<file path="config.mk">
export PLATFORM = sky130hd
export DESIGN_NAME = gfx_div
export DESIGN_NICKNAME = d
export VERILOG_FILES = /design/src/gfx_pkg.sv /design/src/gfx_div.sv
export SDC_FILE = /design/constraint.sdc
export NUM_CORES = 1
export LEC_CHECK = 0
export ABC_AREA = 0
export BUFFER_PORTS_ARGS = -buffer_cell sky130_fd_sc_hd__buf_2
export CORE_ASPECT_RATIO = 0.6
export CORE_MARGIN = 3
export CORE_UTILIZATION = 46
export CTS_CLUSTER_DIAMETER = 50
export DETAILED_ROUTE_END_ITERATION = 10
export PLACE_DENSITY_LB_ADDON = 0.2
export SYNTH_ARGS = -nofsm -noshare
export SYNTH_HDL_FRONTEND = slang
export SYNTH_SLANG_ARGS = --single-unit
</file>
<file path="constraint.sdc">
create_clock -name i_clk -period 3.8 [get_ports i_clk]
set_input_delay 0.19 -clock i_clk [delete_from_list [all_inputs] [get_ports i_clk]]
set_output_delay 0.19 -clock i_clk [all_outputs]
set_load 0.03 [all_outputs]
</file>
<file path="src/gfx_pkg.sv">
// Shared constants for the guitar effects sample processor.
package gfx_pkg;

    localparam int REVERB_DEPTH_DEF = 16384;
    localparam int WAH_DEPTH_DEF    = 131072;
    localparam int SAMPLE_BITS_DEF  = 24;

    localparam int CFG_IDX_W  = 3;
    localparam int CFG_DATA_W = 22;

    localparam logic [CFG_IDX_W-1:0] CFG_FX_MODE       = 3'd0;
    localparam logic [CFG_IDX_W-1:0] CFG_DRIVE_COEFF   = 3'd1;
    localparam logic [CFG_IDX_W-1:0] CFG_DIST_GAIN     = 3'd2;
    localparam logic [CFG_IDX_W-1:0] CFG_REVERB_DECAY  = 3'd3;
    localparam logic [CFG_IDX_W-1:0] CFG_REVERB_LENGTH = 3'd4;
    localparam logic [CFG_IDX_W-1:0] CFG_TREM_PERIOD   = 3'd5;
    localparam logic [CFG_IDX_W-1:0] CFG_TREM_OFF_GAIN = 3'd6;
    localparam logic [CFG_IDX_W-1:0] CFG_WAH_LENGTH    = 3'd7;

    localparam logic [2:0] MODE_BYPASS    = 3'd0;
    localparam logic [2:0] MODE_OVERDRIVE = 3'd1;
    localparam logic [2:0] MODE_DIST      = 3'd2;
    localparam logic [2:0] MODE_REVERB    = 3'd3;
    localparam logic [2:0] MODE_TREMOLO   = 3'd4;
    localparam logic [2:0] MODE_WAH       = 3'd5;

    localparam logic OP_SAMPLE = 1'b0;
    localparam logic OP_COEFF  = 1'b1;

    localparam int TENTH_Q15 = 3277;

endpackage

</file>
<file path="src/gfx_div.sv">
// Restoring divider for the overdrive quotient, one quotient bit per cycle.
module gfx_div import gfx_pkg::*; #(
    parameter int SAMPLE_BITS = SAMPLE_BITS_DEF
) (
    input  logic                    i_clk,
    input  logic                    i_rst_n,
    input  logic                    i_start,
    input  logic [SAMPLE_BITS+15:0] i_num,
    input  logic [SAMPLE_BITS+15:0] i_den,
    output logic                    o_done,
    output logic [SAMPLE_BITS+1:0]  o_quot
);

    localparam int F  = SAMPLE_BITS - 1;
    localparam int QW = SAMPLE_BITS + 2;
    localparam int DW = SAMPLE_BITS + 16;
    localparam int RW = SAMPLE_BITS + 17;
    localparam int CW = $clog2(QW + 1);

    logic [RW-1:0] r_rem;
    logic [DW-1:0] r_den;
    logic [QW-1:0] r_q;
    logic [QW-1:0] r_sh;
    logic [CW-1:0] r_cnt;
    logic          r_busy;
    logic          r_done;

    logic [RW-1:0] rem2;
    logic [RW-1:0] n_rem;
    logic          ge;

    // quotient is below 2^QW, so the top bits of the numerator start below den
    always_comb begin
        rem2  = {r_rem[RW-2:0], r_sh[QW-1]};
        ge    = rem2 >= {1'b0, r_den};
        n_rem = ge ? (rem2 - {1'b0, r_den}) : rem2;
    end

    always_ff @(posedge i_clk) begin
        if (!i_rst_n) begin
            r_busy <= 1'b0;
            r_done <= 1'b0;
            r_cnt  <= '0;
        end else begin
            r_done <= 1'b0;
            if (i_start) begin
                r_rem  <= RW'(i_num >> 3);
                r_sh   <= {i_num[2:0], {F{1'b0}}};
                r_den  <= i_den;
                r_q    <= '0;
                r_cnt  <= '0;
                r_busy <= 1'b1;
            end else if (r_busy) begin
                r_rem <= n_rem;
                r_q   <= {r_q[QW-2:0], ge};
                r_sh  <= r_sh << 1;
                r_cnt <= r_cnt + CW'(1);
                if (r_cnt == CW'(QW - 1)) begin
                    r_busy <= 1'b0;
                    r_done <= 1'b1;
                end
            end
        end
    end

    assign o_done = r_done;
    assign o_quot = r_q;

endmodule

</file>
[Yosys cells after proc, flatten, opt, wreduce, memory -nomap -nowiden]
Cells that the tools add are included.
Storage, ports and cells
  register bits after elaboration: 138
  input port bits: 83
  output and inout bits: 27
  logic and storage cells: 30
Cells by class
  $add $sub $neg: 2
  order comparisons: 1
  eq/ne operators: 1
  muxes and demuxes: 10
  bitwise logic cells: 2
  reductions and logical operators: 5
Operator list (number)
  2-to-1 mux 40 bit: 2
  2-to-1 mux 26 bit: 3
  >= comparator 41 x 40 -> 1 bit: 1
  subtractor 40 bit: 1
  2-to-1 mux 37 bit: 1
  adder 5 x 1 -> 5 bit (second input constant): 1
  equality test 5 bit (second input constant): 1
  2-to-1 mux 1 bit: 4
  AND reduction 2 bit: 2
  OR reduction 3 bit: 1
  NOT 1 bit: 2
  nonzero test 2 bit: 1
  OR reduction 2 bit: 1

[Logic depth before layout (Yosys ltp)]
  depth in word-level cells: 4
  depth in mapped cells: 15
  depth with buffers taken out: 12

[Least setup slack after synthesis]
No wires, ideal clock.
  kind: flip-flop to flip-flop
  from: register r_rem[0]
  to: register r_rem[12], data pin
  setup time: 0.260 ns
  data arrival time: 2.890 ns
  data required time: 3.540 ns
  slack: 0.650 ns
  stages on the path, launching flop included: 13
  path buffers: 2
  clock period less this slack: 3.150 ns
  cell sequence: edfxtp_1 ha_1 nor2b_4 o31a_1 o31a_1 a21bo_2 o211ai_4 nand3_4 and2_4 buf_6 buf_6 mux2_4 mux2_2
On the way
  word-level cells in the longest chain between the ends: 4
  elaborated cells on any way between the ends: 5
  classes of those cells: add/sub: 1; order compare: 1; mux: 3
RTL lines
  from (decl): RTL line gfx_div.sv:20  | logic [RW-1:0] r_rem;
  from (signal assigned): RTL line gfx_div.sv:47  | r_rem <= RW'(i_num >> 3);
  from (signal assigned): RTL line gfx_div.sv:54  | r_rem <= n_rem;
  subtractor 40 bit or >= comparator 41 x 40 -> 1 bit (tied branches): RTL line gfx_div.sv:36, gfx_div.sv:35
  2-to-1 mux 40 bit (*): RTL line gfx_div.sv:36  | n_rem = ge ? (rem2 - {1'b0, r_den}) : rem2;
  2-to-1 mux 40 bit (*): RTL line gfx_div.sv:53  | end else if (r_busy) begin
  2-to-1 mux 37 bit (*): RTL line gfx_div.sv:46  | if (i_start) begin
Mark *: on every way between the ends. The rest lies on a longest branch, timed or not. The select of a mux whose other input is x is not followed.
A chain may end at the register's enable or synchronous reset.

[Worst setup path after layout]
  from: register r_rem[30]
  to: register r_rem[7], data pin
On the way
  word-level cells in the longest chain between the ends: 4
RTL lines
  >= comparator 41 x 40 -> 1 bit: RTL line gfx_div.sv:35  | ge = rem2 >= {1'b0, r_den};
  2-to-1 mux 40 bit: RTL line gfx_div.sv:36
  2-to-1 mux 40 bit: RTL line gfx_div.sv:53
  2-to-1 mux 37 bit: RTL line gfx_div.sv:46
No other way between the ends. The select of a mux whose other input is x is not followed.

==> impl_metrics.csv <==
group,metric,value,unit
power,ir_drop,0.284,mV
power,p_sw,1400,uW
sta,setup_viol,0,
yosys,synthAdderAreaFrac,7.54,%
power,pwr_density_cell,508,mW/mm2
yosys,synth_compound_area_share,15.3,%
yosys,synth_top_family_by_area,"compound AO/OA/AOI/OAI gates",
routing,drc,0,
yosys,post-synth-top-count-cell,"edfxtp_1",
power,leakagePower,0.00383,uW
run,cap_violations,0,
die,die_x,168,um
grt,grt_pass1_wl,29800,um
setup_path,cp_top_family,"simple AND/OR/NAND/NOR gates",
yosys,yosys.area.top_type,"edfxtp_1",
cells_and_area,fillCellCount,1284,
run_status,status,"finished, final reports clean",
yosys,synth-async-reset-ratio,0,%
grt,grt_remaining_overflow,0,
cells_and_area,seq_area,0.00341,mm2
power,power_frac_seq,34.7,%
setup_path,cp_num_buf_inv,0,
sta,period_minus_slack,3.52,ns
routing,firstDrtPassIters,5,
setup_path,cp.arrival,3.68,ns
place,routabilityCongestion,0.863,
power,p_int,3180,uW
yosys,ys_warn_count,0,
routing,totalWireLength,18900,um
clock_tree,worstSkewPairLatency,0.42,ns
die,ios,110,
yosys,synth_top_area_share,45.2,%
die,die_height,103,um
yosys,synth_xor_area_share,3.51,%
setup_path,endpoint_kind,"flop",
setup_path,cpPeakStageDelay,0.57,ns
clock_tree,cts_tree,"built",
power,p_clk_share,36.8,%
cells_and_area,fin_nets,952,
setup_path,crit_type,"reg -> reg",
yosys,yosys-top-cells-area,"edfxtp_1 (45%), ha_1 (7.3%), mux2_2 (5.3%)",
routing,wl_per_cell,18.2,um
yosys,synth_cells,674,
cells_and_area,multi_input_area,0.00347,mm2
clock_tree,cts_max_level,4,
sta,drv_slew,0,
die,num_rows,34,
clock_tree,clock_path_buffers,2,
yosys,synth.distinct_cells,63,
clock_tree,ctsResizeCount,0,
worst_hold_path,hp-class,"in -> reg",
yosys,netlist_area,0.00724,mm2
yosys,avgSynthCellArea,10.7,um2
setup_path,start_kind,"flop",
sta,setup_tns,0,ns
grt,antenna_found_initial,0,
power,p_sw_share,30.6,%
sta,fmax,284,MHz
grt,grt_max_degree,79,
clock_tree,root_buffer,"clkbuf_16",
yosys,muxShareOfSynthArea,8.20,%
routing,viasPerCell,5.62,
clock_tree,cts_sinks,116,
die,initial_utilization,48.5,%
grt,grt_pass1_vias,5586,
sta,finalHoldViolCount,0,
clock_tree,clk_pin_slew,0.06,ns
setup_path,cpMaxStageDelayCell,"and2_4",
routing,drtIter0Drc,425,
setup_path,path_cells,"ha_1, nand4_1, nor3_1, nand4_1, nand2_1, o21bai_1, and2_4, mux2_2, mux2_2",
cells_and_area,syn_to_final_growth,24.7,%
sta,rsz0062_at_grt,"false",
setup_path,worstPathRequired,3.97,ns
sta,maxSlewHeadroom,38.5,%
clock_tree,cts_buffers,17,
sta,timing.final.crit_share,92.6,%
die,core,0.0149,mm2
place,dp_cells,964,
die,dieArea,0.0173,mm2
cells_and_area,stdcell_count,1037,
yosys,synth_nets,800,
yosys,synth_edf_count,109,
yosys,seq_area_frac_synth,47.2,%
routing,antenna_left,0,
setup_path,crit_fanout,19,
yosys,synthTopCellsByCount,"edfxtp_1 (109), inv_1 (61), a21oi_1 (59), ha_1 (42)",
sta,worst_pin_slew,0.923,ns
grt,grt_usage,22.0,%
place,numPortBuffers,109,
power,combPwrFrac,28.5,%
place,place_hpwl,13000,um
routing,vias,5829,
cells_and_area,n_antenna_cell,0,
setup_path,regToRegSetupSlack,0.28,ns
yosys,synth-seq-cells,116,
yosys,synthSimpleGateAreaFrac,13.3,%
cells_and_area,drive_gt1_share,24.7,%
sta,finClkSkew,0.0114,ns
yosys,synth_top_flop_cell,"edfxtp_1",
==> cell usage in the layout (no fill, tap or decap), types with 6 or more instances in the layout <==
cell type and instances:
nor3_1 12, nand4_1 19, nand3_1 13, clkbuf_16 17, a21o_1 19, nor2b_1 34
a211oi_1 7, xnor2_1 17, mux2_2 34, o21bai_1 10, mux2i_1 6, buf_2 109
buf_4 11, or3_1 9, o21ai_0 28, nor2_1 31, xor2_1 12, ha_1 42
mux2_4 10, o21a_1 6, inv_1 61, a31oi_1 6, edfxtp_1 109, nand2_1 28
a21oi_1 59, dlygate4sd3_1 40, dfxtp_1 7
==> power by group through the flow <==
| stage | Sequential [uW] | Clock, uW | Combinational (uW) |
|---|---|---|---|
| after floorplan | 1630 | 0 | 892 |
| after global routing | 1600 | 1780 | 1430 |
| after CTS | 1590 | 1710 | 1280 |
| final | 1590 | 1690 | 1310 |
| after global placement | 1610 | 0 | 1220 |
| after detailed placement | 1610 | 0 | 1240 |
==> layer usage <==
layer / wire, um / GRT usage, %
met1: 9930 / 34.7
met2: 7420 / 29.7
met3: 1340 / 5.56
met4: 208 / 5.34
met5: 0 / 0
==> final timing paths <==
kind | start | to | depth (start not counted)
min reg2reg | r_cnt[4] | r_cnt[4] | 2
min | i_num[0] | r_sh[23] | 2
max | r_rem[30] | r_rem[7] | 9
max reg2reg | r_rem[30] | r_rem[7] | 9
==> sequential cells by signal (all words and copies together), names as in the netlist <==
signal  cells
o_done      1
o_quot     26
r_busy      1
r_cnt       5
r_den      40
r_rem      40
r_sh        3
==> cell families (layout without fill, tap and decap cells) <==
kind of cell / Yosys count / count (layout)
simple gates: 175 / 176
buf+inv: 90 / 254
compound gates: 171 / 171
mux: 50 / 50
fa+ha+maj: 43 / 43
flops: 116 / 116
xor+xnor: 29 / 29
==> stage by stage <==
step	cell area, um2	hold WS (ns)	setup slack, ns	utilization, %	power [uW]
floorplan	7240	0.289	0.650	-	2520
global placement	8000	0.366	0.332	53.6	2820
CTS	9020	0.0377	0.183	60.4	4580
finish	9030	0.0497	0.282	60.5	4580
detailed placement	8000	0.368	0.193	53.6	2850
global route	9030	0.0458	0.0414	60.5	4810
==> repair_timing <==
item / in CTS / in global routing
setup buffers: 0 / 0
hold endpoints to repair: 40 / 0
hold buffers: 40 / 0
setup endpoints to repair: 0 / 18
==> final cells by class <==
cell class                      count  share of cell area [%]
Multi-Input combinational cell    469                    38.5
Sequential cell                   116                    37.8
Timing Repair Buffer              161                    11.6
Clock buffer                       19                    4.91
Tap cell                          198                    2.74
Inverter                           61                    2.54
Clock inverter                     13                    1.93
No activity file was read; power rests on OpenSTA's default activity.
